`src/hdl/sosm_pkg.sv`:
```
// ----------------------------------------------------------------------------
// sosm_pkg
// shared types, codes and sizes for the sorted sequence merger
// ----------------------------------------------------------------------------
package sosm_pkg;

	// element store depth and derived widths
	localparam int DEPTH = 32;
	localparam int AW    = (DEPTH > 1) ? $clog2(DEPTH) : 1;
	localparam int CW    = $clog2(DEPTH + 1);
	localparam int RW    = CW + 1;

	// input command codes
	localparam logic [1:0] CMD_PUSH_A = 2'd0;
	localparam logic [1:0] CMD_PUSH_B = 2'd1;
	localparam logic [1:0] CMD_MERGE  = 2'd2;

	// result status codes
	localparam logic [1:0] ST_OK    = 2'd0;
	localparam logic [1:0] ST_EMPTY = 2'd1;
	localparam logic [1:0] ST_FULL  = 2'd2;

	typedef enum logic [1:0] {
		OP_PUSH_A,
		OP_PUSH_B,
		OP_MERGE
	} op_kind_t;

	typedef struct packed {
		op_kind_t           kind;
		logic signed [31:0] value;
	} op_t;

	typedef struct packed {
		logic signed [31:0] value;
		logic [1:0]         status;
		logic               last;
	} result_t;

endpackage

```
`src/hdl/sorted_sequence_merger_core.sv`:
```
// ----------------------------------------------------------------------------
// sorted_sequence_merger_core
// two-way merge of two stored sorted sequences of signed 32-bit elements
// ----------------------------------------------------------------------------
// usage:
//   input channel: command and value are taken when push is high and full is
//   low. command 0 appends value to sequence a, 1 appends to b, 2 merges;
//   command 3 is accepted and ignored.
//   result channel: merged_value, status and last hold the oldest result while
//   empty is low; pop high with empty low takes it.
// timing:
//   an append is taken by the executor and gives no result, unless
//   the store already holds 32 elements (one status 2 result, value dropped).
//   a merge takes two setup steps (taking the item, first memory read), then
//   gives one element per cycle while the result queue has space; with either
//   sequence empty it gives a single status 1 result. both counts are cleared
//   after every merge. an error result passes the operation and result queue
//   registers; a merged element also waits for the two setup steps.
// stalls:
//   a two entry operation queue and a two entry result queue sit on either
//   side of the executor, so a stalled receiver only stops the merge once the
//   result queue fills, and full rises once the operation queue fills.
// reset:
//   arst_n clears the queues and both counts; memory contents are not reset
//   and only data read below the matching count is used.
// ----------------------------------------------------------------------------
module sorted_sequence_merger_core
	import sosm_pkg::*;
(
	input  logic               clk,
	input  logic               arst_n,
	input  logic               push,
	output logic               full,
	input  logic [1:0]         command,
	input  logic signed [31:0] value,
	output logic               empty,
	input  logic               pop,
	output logic signed [31:0] merged_value,
	output logic [1:0]         status,
	output logic               last
);

	// front to executor
	logic    op_valid;
	op_t     op;
	logic    op_take;

	// executor to result queue
	logic    res_valid;
	result_t res;
	logic    out_space;
	result_t head;

	// accept and decode items
	sosm_front u_front (
		.clk      (clk),
		.arst_n   (arst_n),
		.push     (push),
		.full     (full),
		.command  (command),
		.value    (value),
		.op_valid (op_valid),
		.op       (op),
		.op_take  (op_take)
	);

	// element stores and merge engine
	sosm_back u_back (
		.clk       (clk),
		.arst_n    (arst_n),
		.op_valid  (op_valid),
		.op        (op),
		.op_take   (op_take),
		.out_space (out_space),
		.res_valid (res_valid),
		.res       (res)
	);

	// results wait here for the receiver
	sosm_outq u_outq (
		.clk       (clk),
		.arst_n    (arst_n),
		.res_valid (res_valid),
		.res       (res),
		.space     (out_space),
		.empty     (empty),
		.pop       (pop),
		.head      (head)
	);

	assign merged_value = head.value;
	assign status       = head.status;
	assign last         = head.last;

endmodule

```
`src/hdl/sosm_ram.sv`:
```
// ----------------------------------------------------------------------------
// sosm_ram
// generic single write port ram with one registered read port
// ----------------------------------------------------------------------------
module sosm_ram #(
	parameter int WIDTH = 32,
	parameter int DEPTH = 32
) (
	input  logic                                     clk,
	input  logic                                     we,
	input  logic [((DEPTH > 1) ? $clog2(DEPTH) : 1)-1:0] waddr,
	input  logic [WIDTH-1:0]                         wdata,
	input  logic [((DEPTH > 1) ? $clog2(DEPTH) : 1)-1:0] raddr,
	output logic [WIDTH-1:0]                         rdata
);

	logic [WIDTH-1:0] mem [DEPTH];

	always_ff @(posedge clk) begin
		if (we) begin
			mem[waddr] <= wdata;
		end
		rdata <= mem[raddr];
	end

endmodule

```
`src/hdl/sosm_front.sv`:
```
// ----------------------------------------------------------------------------
// sosm_front
// accepts items, decodes the command and queues operations for the back end
// ----------------------------------------------------------------------------
module sosm_front
	import sosm_pkg::*;
(
	input  logic        clk,
	input  logic        arst_n,
	input  logic        push,
	output logic        full,
	input  logic [1:0]  command,
	input  logic signed [31:0] value,
	output logic        op_valid,
	output op_t         op,
	input  logic        op_take
);

	op_t        queue_q [2];
	logic       wr_ptr_q;
	logic       rd_ptr_q;
	logic [1:0] cnt_q;

	logic       accept;
	logic       enq;
	logic       deq;
	op_t        op_in;

	assign full     = (cnt_q == 2'd2);
	assign accept   = push && !full;
	assign op_valid = (cnt_q != 2'd0);
	assign op       = queue_q[rd_ptr_q];
	assign deq      = op_take && op_valid;

	// unused command code is dropped here
	always_comb begin
		op_in.value = value;
		op_in.kind  = OP_MERGE;
		enq         = 1'b0;
		case (command)
			CMD_PUSH_A: begin
				op_in.kind = OP_PUSH_A;
				enq        = accept;
			end
			CMD_PUSH_B: begin
				op_in.kind = OP_PUSH_B;
				enq        = accept;
			end
			CMD_MERGE: begin
				op_in.kind = OP_MERGE;
				enq        = accept;
			end
			default: begin
				enq = 1'b0;
			end
		endcase
	end

	always_ff @(posedge clk) begin
		if (enq) begin
			queue_q[wr_ptr_q] <= op_in;
		end
	end

	always_ff @(posedge clk or negedge arst_n) begin
		if (!arst_n) begin
			wr_ptr_q <= 1'b0;
			rd_ptr_q <= 1'b0;
			cnt_q    <= 2'd0;
		end else begin
			if (enq) begin
				wr_ptr_q <= ~wr_ptr_q;
			end
			if (deq) begin
				rd_ptr_q <= ~rd_ptr_q;
			end
			if (enq && !deq) begin
				cnt_q <= cnt_q + 2'd1;
			end else if (!enq && deq) begin
				cnt_q <= cnt_q - 2'd1;
			end
		end
	end

endmodule

```
`src/hdl/sosm_outq.sv`:
```
// ----------------------------------------------------------------------------
// sosm_outq
// two entry result queue that decouples the merge engine from the receiver
// ----------------------------------------------------------------------------
module sosm_outq
	import sosm_pkg::*;
(
	input  logic    clk,
	input  logic    arst_n,
	input  logic    res_valid,
	input  result_t res,
	output logic    space,
	output logic    empty,
	input  logic    pop,
	output result_t head
);

	result_t    queue_q [2];
	logic       wr_ptr_q;
	logic       rd_ptr_q;
	logic [1:0] cnt_q;

	logic       enq;
	logic       deq;

	assign space = (cnt_q != 2'd2);
	assign empty = (cnt_q == 2'd0);
	assign head  = queue_q[rd_ptr_q];
	assign enq   = res_valid && space;
	assign deq   = pop && !empty;

	always_ff @(posedge clk) begin
		if (enq) begin
			queue_q[wr_ptr_q] <= res;
		end
	end

	always_ff @(posedge clk or negedge arst_n) begin
		if (!arst_n) begin
			wr_ptr_q <= 1'b0;
			rd_ptr_q <= 1'b0;
			cnt_q    <= 2'd0;
		end else begin
			if (enq) begin
				wr_ptr_q <= ~wr_ptr_q;
			end
			if (deq) begin
				rd_ptr_q <= ~rd_ptr_q;
			end
			if (enq && !deq) begin
				cnt_q <= cnt_q + 2'd1;
			end else if (!enq && deq) begin
				cnt_q <= cnt_q - 2'd1;
			end
		end
	end

endmodule

```
`src/hdl/sosm_back.sv`:
```
// ----------------------------------------------------------------------------
// sosm_back
// executes queued operations: stores elements and runs the two-way merge
// ----------------------------------------------------------------------------
module sosm_back
	import sosm_pkg::*;
(
	input  logic    clk,
	input  logic    arst_n,
	input  logic    op_valid,
	input  op_t     op,
	output logic    op_take,
	input  logic    out_space,
	output logic    res_valid,
	output result_t res
);

	typedef enum logic [1:0] {
		S_IDLE,
		S_PREP,
		S_MERGE
	} state_t;

	state_t         state_q;
	logic [CW-1:0]  ca_q;
	logic [CW-1:0]  cb_q;
	logic [CW-1:0]  ia_q;
	logic [CW-1:0]  ib_q;
	logic [RW-1:0]  rem_q;

	logic [CW-1:0]  ia_nxt;
	logic [CW-1:0]  ib_nxt;
	logic           we_a;
	logic           we_b;
	logic [AW-1:0]  raddr_a;
	logic [AW-1:0]  raddr_b;
	logic [31:0]    rdata_a;
	logic [31:0]    rdata_b;
	logic           a_left;
	logic           b_left;
	logic           take_a;
	logic           step;
	logic           full_a;
	logic           full_b;
	logic           none;

	assign full_a = (ca_q == CW'(DEPTH));
	assign full_b = (cb_q == CW'(DEPTH));
	assign none   = (ca_q == '0) || (cb_q == '0);
	assign ia_nxt = ia_q + CW'(1);
	assign ib_nxt = ib_q + CW'(1);
	assign a_left = (ia_q < ca_q);
	assign b_left = (ib_q < cb_q);
	// ties go to b
	assign take_a = a_left && (!b_left || ($signed(rdata_a) < $signed(rdata_b)));

	// read address runs one step ahead so the heads are ready each cycle
	assign raddr_a = (step && take_a)  ? ia_nxt[AW-1:0] : ia_q[AW-1:0];
	assign raddr_b = (step && !take_a) ? ib_nxt[AW-1:0] : ib_q[AW-1:0];

	sosm_ram #(.WIDTH(32), .DEPTH(DEPTH)) u_ram_a (
		.clk   (clk),
		.we    (we_a),
		.waddr (ca_q[AW-1:0]),
		.wdata (op.value),
		.raddr (raddr_a),
		.rdata (rdata_a)
	);

	sosm_ram #(.WIDTH(32), .DEPTH(DEPTH)) u_ram_b (
		.clk   (clk),
		.we    (we_b),
		.waddr (cb_q[AW-1:0]),
		.wdata (op.value),
		.raddr (raddr_b),
		.rdata (rdata_b)
	);

	always_comb begin
		op_take    = 1'b0;
		res_valid  = 1'b0;
		res.value  = '0;
		res.status = ST_OK;
		res.last   = 1'b1;
		we_a       = 1'b0;
		we_b       = 1'b0;
		step       = 1'b0;
		case (state_q)
			S_IDLE: begin
				if (op_valid) begin
					case (op.kind)
						OP_PUSH_A: begin
							if (full_a) begin
								res.status = ST_FULL;
								res_valid  = out_space;
								op_take    = out_space;
							end else begin
								we_a    = 1'b1;
								op_take = 1'b1;
							end
						end
						OP_PUSH_B: begin
							if (full_b) begin
								res.status = ST_FULL;
								res_valid  = out_space;
								op_take    = out_space;
							end else begin
								we_b    = 1'b1;
								op_take = 1'b1;
							end
						end
						OP_MERGE: begin
							if (none) begin
								res.status = ST_EMPTY;
								res_valid  = out_space;
								op_take    = out_space;
							end else begin
								op_take = 1'b1;
							end
						end
						default: begin
							op_take = 1'b0;
						end
					endcase
				end
			end
			S_MERGE: begin
				if (out_space) begin
					step      = 1'b1;
					res_valid = 1'b1;
					res.value = take_a ? rdata_a : rdata_b;
					res.last  = (rem_q == RW'(1));
				end
			end
			default: begin
				step = 1'b0;
			end
		endcase
	end

	always_ff @(posedge clk or negedge arst_n) begin
		if (!arst_n) begin
			state_q <= S_IDLE;
			ca_q    <= '0;
			cb_q    <= '0;
			ia_q    <= '0;
			ib_q    <= '0;
			rem_q   <= '0;
		end else begin
			case (state_q)
				S_IDLE: begin
					if (op_take) begin
						case (op.kind)
							OP_PUSH_A: begin
								if (!full_a) begin
									ca_q <= ca_q + CW'(1);
								end
							end
							OP_PUSH_B: begin
								if (!full_b) begin
									cb_q <= cb_q + CW'(1);
								end
							end
							OP_MERGE: begin
								if (none) begin
									ca_q <= '0;
									cb_q <= '0;
								end else begin
									ia_q    <= '0;
									ib_q    <= '0;
									rem_q   <= RW'(ca_q) + RW'(cb_q);
									state_q <= S_PREP;
								end
							end
							default: begin
								state_q <= S_IDLE;
							end
						endcase
					end
				end
				S_PREP: begin
					state_q <= S_MERGE;
				end
				S_MERGE: begin
					if (step) begin
						if (take_a) begin
							ia_q <= ia_nxt;
						end else begin
							ib_q <= ib_nxt;
						end
						rem_q <= rem_q - RW'(1);
						if (rem_q == RW'(1)) begin
							ca_q    <= '0;
							cb_q    <= '0;
							state_q <= S_IDLE;
						end
					end
				end
				default: begin
					state_q <= S_IDLE;
				end
			endcase
		end
	end

endmodule
```
`config.mk`:
```
export PLATFORM = sky130hd
export DESIGN_NAME = sorted_sequence_merger_core
export DESIGN_NICKNAME = d
export VERILOG_FILES = /design/src/hdl/sosm_pkg.sv /design/src/hdl/sorted_sequence_merger_core.sv /design/src/hdl/sosm_ram.sv /design/src/hdl/sosm_front.sv /design/src/hdl/sosm_outq.sv /design/src/hdl/sosm_back.sv
export SDC_FILE = /design/constraint.sdc
export NUM_CORES = 2
export LEC_CHECK = 0
export BUFFER_PORTS_ARGS = -buffer_cell sky130_fd_sc_hd__buf_2
export CAP_MARGIN = 10
export CELL_PAD_IN_SITES_DETAIL_PLACEMENT = 1
export CELL_PAD_IN_SITES_GLOBAL_PLACEMENT = 2
export CORE_MARGIN = 10
export CORE_UTILIZATION = 42
export DETAILED_ROUTE_END_ITERATION = 12
export GPL_TIMING_DRIVEN = 0
export PLACE_DENSITY = 0.81
export SETUP_SLACK_MARGIN = 0.3
export SLEW_MARGIN = 0
export SYNTH_ARGS = -nofsm -noshare
export SYNTH_HDL_FRONTEND = slang
export SYNTH_SLANG_ARGS = --single-unit
export TNS_END_PERCENT = 20
```
`constraint.sdc`:
```
create_clock -name clk -period 4.5 [get_ports clk]
set_clock_uncertainty 0.1 [all_clocks]
set_input_delay 0 -clock clk [delete_from_list [all_inputs] [get_ports clk]]
set_output_delay 0 -clock clk [all_outputs]
set_load 0.05 [all_outputs]
```
Word-level counts from Yosys, hierarchy flattened --
Memory sizes are Yosys's and may differ from the RTL's. A register that Yosys moved wholly into a read port is not among the register bits. Cells that the tools add are included.
Operators by class: reductions and logical operators 39, $lt $le $gt $ge 3, shift operators 0, equality and inequality tests 25, multipliers 0, multiplexer cells 80, divide/modulo/power cells 0, $add $sub $neg 10, bitwise gates (word level) 4
Operators by type and width (number):
- 2-to-1 mux 32 bit | 3
- 2-to-1 mux 6 bit | 14
- one-hot mux 6 bit (2 select lines) | 6
- < comparator 32 bit | 1
- 2-to-1 mux 1 bit | 31
- 2-to-1 mux 7 bit | 4
- adder 6 x 1 -> 6 bit (second input constant) | 4
- 2-to-1 mux 2 bit | 12
- != test 3 bit (second input constant) | 5
- one-hot mux 7 bit (2 select lines) | 1
- AND reduction 7 bit | 2
- equality test 6 bit (second input constant) | 2
- zero test 6 bit | 2
- < comparator 6 bit | 2
- != test 2 bit (second input constant) | 6
- one-hot mux 2 bit (3 select lines) | 2
- AND reduction 6 bit | 2
- logical AND 1 bit | 11
- 2-to-1 mux 5 bit | 2
- AND reduction 5 bit | 2
- equality test 2 bit (second input constant) | 4
- zero test 1 bit | 8
- zero test 2 bit | 4
- one-hot mux 2 bit (2 select lines) | 2
- other kinds (15) | 29
Word-level totals: memory bits (writable) 2186, memories 4, memory bits (read-only) 0, register bits after elaboration 41, output and inout bits 37, bits in latches 0
Memory list:
- u_back.u_ram_a.mem | words 32, width 32, read ports 1, clocked after memory_dff 1, write ports 1, line sosm_ram.sv:17 | logic [WIDTH-1:0] mem [DEPTH];
- u_back.u_ram_b.mem | words 32, width 32, read ports 1, clocked after memory_dff 1, write ports 1, line sosm_ram.sv:17
- u_outq.queue_q | words 2, width 35, read ports 1, clocked after memory_dff 0, write ports 1, line sosm_outq.sv:18 | result_t queue_q [2];
- u_front.queue_q | words 2, width 34, read ports 1, clocked after memory_dff 0, write ports 1, line sosm_front.sv:19 | op_t queue_q [2];

Logic depth before layout (Yosys ltp) --
word-level depth 11, depth in mapped cells 19

By module --
Synthesis repeated with hierarchy kept, for this count alone.
Second synthesis, totals: cells, all modules 5244, area, all modules 90468.0 um^2
By module, submodules not included:
- sosm_ram (u_back.u_ram_a) | instances 1, area an instance 40492.6 um^2, seq. area each 31390.1 um^2, cells each 2260
- sosm_ram (u_back.u_ram_b) | instances 1, area an instance 40485.1 um^2, seq. area each 31390.1 um^2, cells each 2260
- sosm_back | instances 1, area an instance 3783.6 um^2, seq. area each 825.8 um^2, cells each 469
- sosm_outq | instances 1, area an instance 2871.5 um^2, seq. area each 2202.1 um^2, cells each 127
- sosm_front | instances 1, area an instance 2835.2 um^2, seq. area each 2142.1 um^2, cells each 128

Worst setup path after synthesis --
No wires, ideal clock.
kind register to register, start register u_front.rd_ptr_q, end memory u_outq.queue_q[0][0] (netlist bit), enable pin, data arrival time 3.769 ns, data required time 3.969 ns, stages on the path, launching flop included 10, setup time 0.431 ns, clock period less this slack 4.301 ns, slack 0.199 ns, path buffers 2, path through dfrtp_1 clkbuf_1 buf_1 mux2i_1 inv_1 ha_1 nand2b_1 a311oi_1 o21a_1 nor2b_1
On the way: word-level cells in the longest chain between the ends 8
RTL lines:
- start: declaration | line sosm_front.sv:21 | logic rd_ptr_q;
- start signal: assignment | line sosm_front.sv:75 | rd_ptr_q <= ~rd_ptr_q;
- memory read (2 x 34 bit) (*)
- equality test 2 bit, or another cell as far along | line sosm_back.sv:91 | case (op.kind)
- one-hot mux 1 bit (3 select lines) (*) | line sosm_back.sv:91
- 2-to-1 mux 1 bit (*) | line sosm_back.sv:90 | if (op_valid) begin
- one-hot mux 1 bit (2 select lines) (*) | line sosm_back.sv:88 | case (state_q)
- logical AND 1 bit (*) | line sosm_outq.sv:29 | assign enq = res_valid && space;
- net u_outq.enq | line sosm_outq.sv:23 | logic enq;
- 2-to-1 mux 1 bit (*) | line sosm_outq.sv:33 | if (enq) begin
- 2-to-1 mux 1 bit (implied by the code) (*) | line sosm_outq.sv:34 | queue_q[wr_ptr_q] <= res;
- end: declaration | line sosm_outq.sv:18
Mark *: on every way through the listed nets, which the timed path passes. The rest lies on a longest branch.

Worst setup path in the final report --
start register u_back.u_ram_b.rdata[16], read port of u_back.u_ram_b.mem, end register u_back.u_ram_b.rdata[16], read port of u_back.u_ram_b.mem
On the way: word-level cells in the longest chain between the ends 6
RTL lines:
- start: declaration | line sosm_ram.sv:14 | output logic [WIDTH-1:0] rdata
- < comparator 32 bit | line sosm_back.sv:55 | assign take_a = a_left && (!b_left || ($signed(rdata_a) < $signed(rdata_b)));
- logical OR 1 bit | line sosm_back.sv:55
- logical AND 1 bit | line sosm_back.sv:55
- zero test 1 bit | line sosm_back.sv:59 | assign raddr_b = (step && !take_a) ? ib_nxt[AW-1:0] : ib_q[AW-1:0];
- logical AND 1 bit | line sosm_back.sv:59
- 2-to-1 mux 5 bit | line sosm_back.sv:59
Every way passes these cells. A chain may end at the register's enable or synchronous reset.

==> flow_summary.json <==
{
  "run_status": "finished, violations left",
  "violations": "setup timing",
  "core_area_um2": 216700,
  "avgRoutedWirePerCell_um": 34.88,
  "die_h_um": 486.5,
  "area_delta_synth_final_pct": 27.38,
  "critPathLaunchType": "flop",
  "via_count": 63530,
  "ios": 75,
  "synth.most_common_cell": "edfxtp_1",
  "ant_nets": 0,
  "yosysTopAreaCell": "edfxtp_1",
  "grt_max_degree": 65,
  "fin_crit_sh_pct": 102.8,
  "grt_pass1_wl_mm": 468.8,
  "ys_top_cells_by_area": "edfxtp_1 72%, nand2_1 5.7%, mux2i_1 3.1%",
  "dp_hpwl_mm": 222.4,
  "h-tree-depth": 4,
  "path_clk_slew_ns": 0.07,
  "final_cell_area_um2": 116400,
  "tritoncts": "yes",
  "placed_cell_area_um2": 98210,
  "setup_ws_ns": -0.1272,
  "ys.flop_type": "edfxtp_1",
  "cp_max_fo": 8,
  "clkSinkCount": 2291,
  "cts_buffer_depth": 3,
  "vias_per_cell": 6.284,
  "end_kind": "flop",
  "cpPeakStageDelay_ns": 0.55,
  "synthesis.nets": 6506,
  "critical_path_class": "reg2reg",
  "max_freq_mhz": 216.1,
  "cts_root_buf": "clkbuf_16",
  "drt_wl_total_mm": 352.7,
  "yosysTopAreaCellShare_pct": 71.81,
  "firstDrtPassIters": 6,
  "die_x_um": 486.5,
  "dp_cells": 9432,
  "slew_headroom_pct": 23.04,
  "synth_enable_flop_cells": 2186,
  "drc": 0,
  "cp_num_buf_inv": 8,
  "synthTopCellsByCount": "2186 x edfxtp_1, 1382 x nand2_1, 414 x nand3_1, 283 x mux2i_1, 256 x clkbuf_1",
  "grt-ovfl-total": 0,
  "tightest_slew_ns": 1.152,
  "finalCriticalPeriod_ns": 4.627,
  "syn_area_um2": 91410,
  "cp_common_cell": "buf_12",
  "antenna_found_initial": 34,
  "crit_family": "compound AO/OA/AOI/OAI gates",
  "holdCritPathClass": "in2async",
  "setup-violations-final": 24,
  "layout-drive-gt1-share_pct": 25.83,
  "synth_seq_cells": 2291,
  "place.gp.congestion": 0.8985,
  "start_util_pct": 42.18,
  "path_cells": "inv_2, ha_1, a41oi_2, o21ai_2, a2111o_1, and2_4, nor3_4, buf_4, buf_6, nor3_4, buf_6, nor2_4, buf_12, buf_12, buf_12, buf_12, mux2i_1, a211oi_4, o2bb2ai_4, a211oi_4",
  "slew_violations": 0,
  "crit_arrival_ns": 5.28,
  "rsz0062_at_grt": "yes",
  "grt_pass1_vias": 63900,
  "synthesis.instances": 6402,
  "nets": 7154,
  "final-hold-violation-count": 0,
  "yosysSeqAreaShare_pct": 74.34,
  "ys_types": 83,
  "insertion_delay_ns": 0.93,
  "grt_usage_pct": 27.35,
  "maxCapViolCount": 0,
  "port_buffers": 74,
  "numCtsBuffers": 228,
  "ys_async_sr_fraction_pct": 1.790,
  "cp_slowest_cell": "a2111o_1",
  "yosysWarnings": 0,
  "die_area_um2": 236700,
  "drt_iter0_drc": 8611,
  "syn_avg_cell_area_um2": 14.28,
  "final_cell_count_no_fill": 10110,
  "critPathRequiredTime_ns": 5.15,
  "rows": 171
}
-- final timing paths --
kind / from / to / slack [ns] / cells past startpoint
max in group asynchronous: arst_n / u_back.ib_q[4]$_DFFE_PN0P_ / 3.99 / 4
setup / recovery: u_back.u_ram_b.rdata[16]$_DFF_P_ / u_back.u_ram_b.rdata[16]$_DFF_P_ / -0.13 / 20
hold reg to reg: u_back.rem_q[4]$_DFFE_PN0P_ / u_back.rem_q[4]$_DFFE_PN0P_ / 0.43 / 2
min in group clk: push / u_front.wr_ptr_q$_DFFE_PN0P_ / 0.21 / 4
hold / removal: arst_n / u_back.rem_q[5]$_DFFE_PN0P_ / 0.13 / 4
setup reg to reg: u_back.u_ram_b.rdata[16]$_DFF_P_ / u_back.u_ram_b.rdata[16]$_DFF_P_ / -0.13 / 20
-- sequential cells by signal, indices dropped and copies added (netlist names), 2 cells and up --
name / count
u_back.u_ram_b.rdata: 32
u_front.queue_q: 68
u_back.cb_q: 6
u_front.cnt_q: 2
u_outq.queue_q: 70
u_back.state_q: 2
u_back.u_ram_a.mem: 1024
u_back.u_ram_a.rdata: 32
u_back.ib_q: 6
u_back.ca_q: 6
u_outq.cnt_q: 2
u_back.u_ram_b.mem: 1024
u_back.rem_q: 7
u_back.ia_q: 6
-- kinds of logic (layout without fill, tap and decap cells) --
kind of cell	count (synthesis)	in the layout	synth area share (%)
flip-flops	2291	2291	74.34
AND/OR/NAND/NOR	2164	2165	10.15
AO/OA/AOI/OAI	1002	1002	7.888
buffers and inverters	483	1327	2.261
multiplexers	376	376	4.260
adder cells (fa/ha/maj)	66	66	0.9116
XOR/XNOR	20	20	0.1916
other	0	9	0
-- worst reg2reg max path, stage by stage (launching register included) --
cell       delay [ns]
dfxtp_2          0.35
inv_2            0.04
ha_1             0.20
a41oi_2          0.21
o21ai_2          0.11
a2111o_1         0.55
and2_4           0.21
nor3_4           0.44
buf_4            0.21
buf_6            0.09
nor3_4           0.04
buf_6            0.14
nor2_4           0.13
buf_12           0.14
buf_12           0.17
buf_12           0.15
buf_12           0.15
mux2i_1          0.11
a211oi_4         0.27
o2bb2ai_4        0.13
a211oi_4         0.51
-- area by class of cell --
cell class | instances | area [um^2]
antenna | 9 | 22.52
buffer | 407 | 3483
clock buffer | 310 | 6326
clock inverter | 117 | 1054
fill | 20260 | 100300
inverter | 75 | 291.5
multi-input combinational | 3629 | 28250
sequential | 2291 | 67990
tap | 2854 | 3571
timing repair buffer | 418 | 5448
-- per-stage QoR --
step / TNS, ns / setup slack [ns] / utilization, % / hold slack [ns]
after global routing: -0.6790 / -0.08396 / 53.71 / 0.1614
after global placement: -5715.77 / -3.464 / 43.99 / 0.08731
final: -1.310 / -0.1272 / 53.72 / 0.1280
after floorplan: 0 / 0.7170 / - / -0.3956
after detailed placement: -1959.88 / -2.382 / 45.31 / -0.01654
after CTS: 0 / 0.07350 / 51.40 / 0.1113
-- cell usage in the layout (no fill, tap or decap), types with 44 or more instances in the layout --
| master | Yosys | routed |
|---|---|---|
| nor2_1 | 116 | 44 |
| a31oi_1 | 221 | 94 |
| dlygate4sd3_1 | 0 | 73 |
| o221ai_1 | 76 | 54 |
| nand2_1 | 1382 | 1342 |
| edfxtp_1 | 2186 | 2186 |
| clkbuf_2 | 0 | 85 |
| clkbuf_16 | 0 | 260 |
| nor4_4 | 1 | 57 |
| nand3_1 | 414 | 394 |
| inv_1 | 75 | 63 |
| mux2i_1 | 283 | 269 |
| a32oi_1 | 179 | 66 |
| clkbuf_1 | 256 | 127 |
| ha_1 | 65 | 49 |
| o21ai_0 | 85 | 73 |
| buf_2 | 107 | 112 |
| buf_4 | 14 | 137 |
| a32oi_2 | 0 | 69 |
| nor2_4 | 0 | 68 |
| a32oi_4 | 0 | 44 |
| clkbuf_4 | 0 | 50 |
| a21oi_1 | 146 | 110 |
| a31oi_4 | 0 | 90 |
| clkinv_2 | 0 | 46 |
| buf_6 | 9 | 71 |
| mux2_2 | 91 | 52 |
| buf_12 | 0 | 128 |
-- layer usage --
layer,track usage [%],routed length [um]
met5,0,46
met4,17.43,28200
met3,4.831,30300
met2,45.53,169900
met1,32.87,124300
-- repair_timing --
| item | 4_1_cts | 5_1_grt |
|---|---|---|
| hold endpoints to repair | 147 | 0 |
| hold buffers | 74 | 0 |
| cloned | 6 | 20 |
| resized for setup | 961 | 837 |
| endpoints found under the setup margin | 2270 | 1101 |
| buffers inserted | 54 | 89 |
| pin swaps | 113 | 248 |
Power is left out: the tool's default activity adds up to more than one toggle a clock period on the data nets, which glitch-free logic cannot reach.
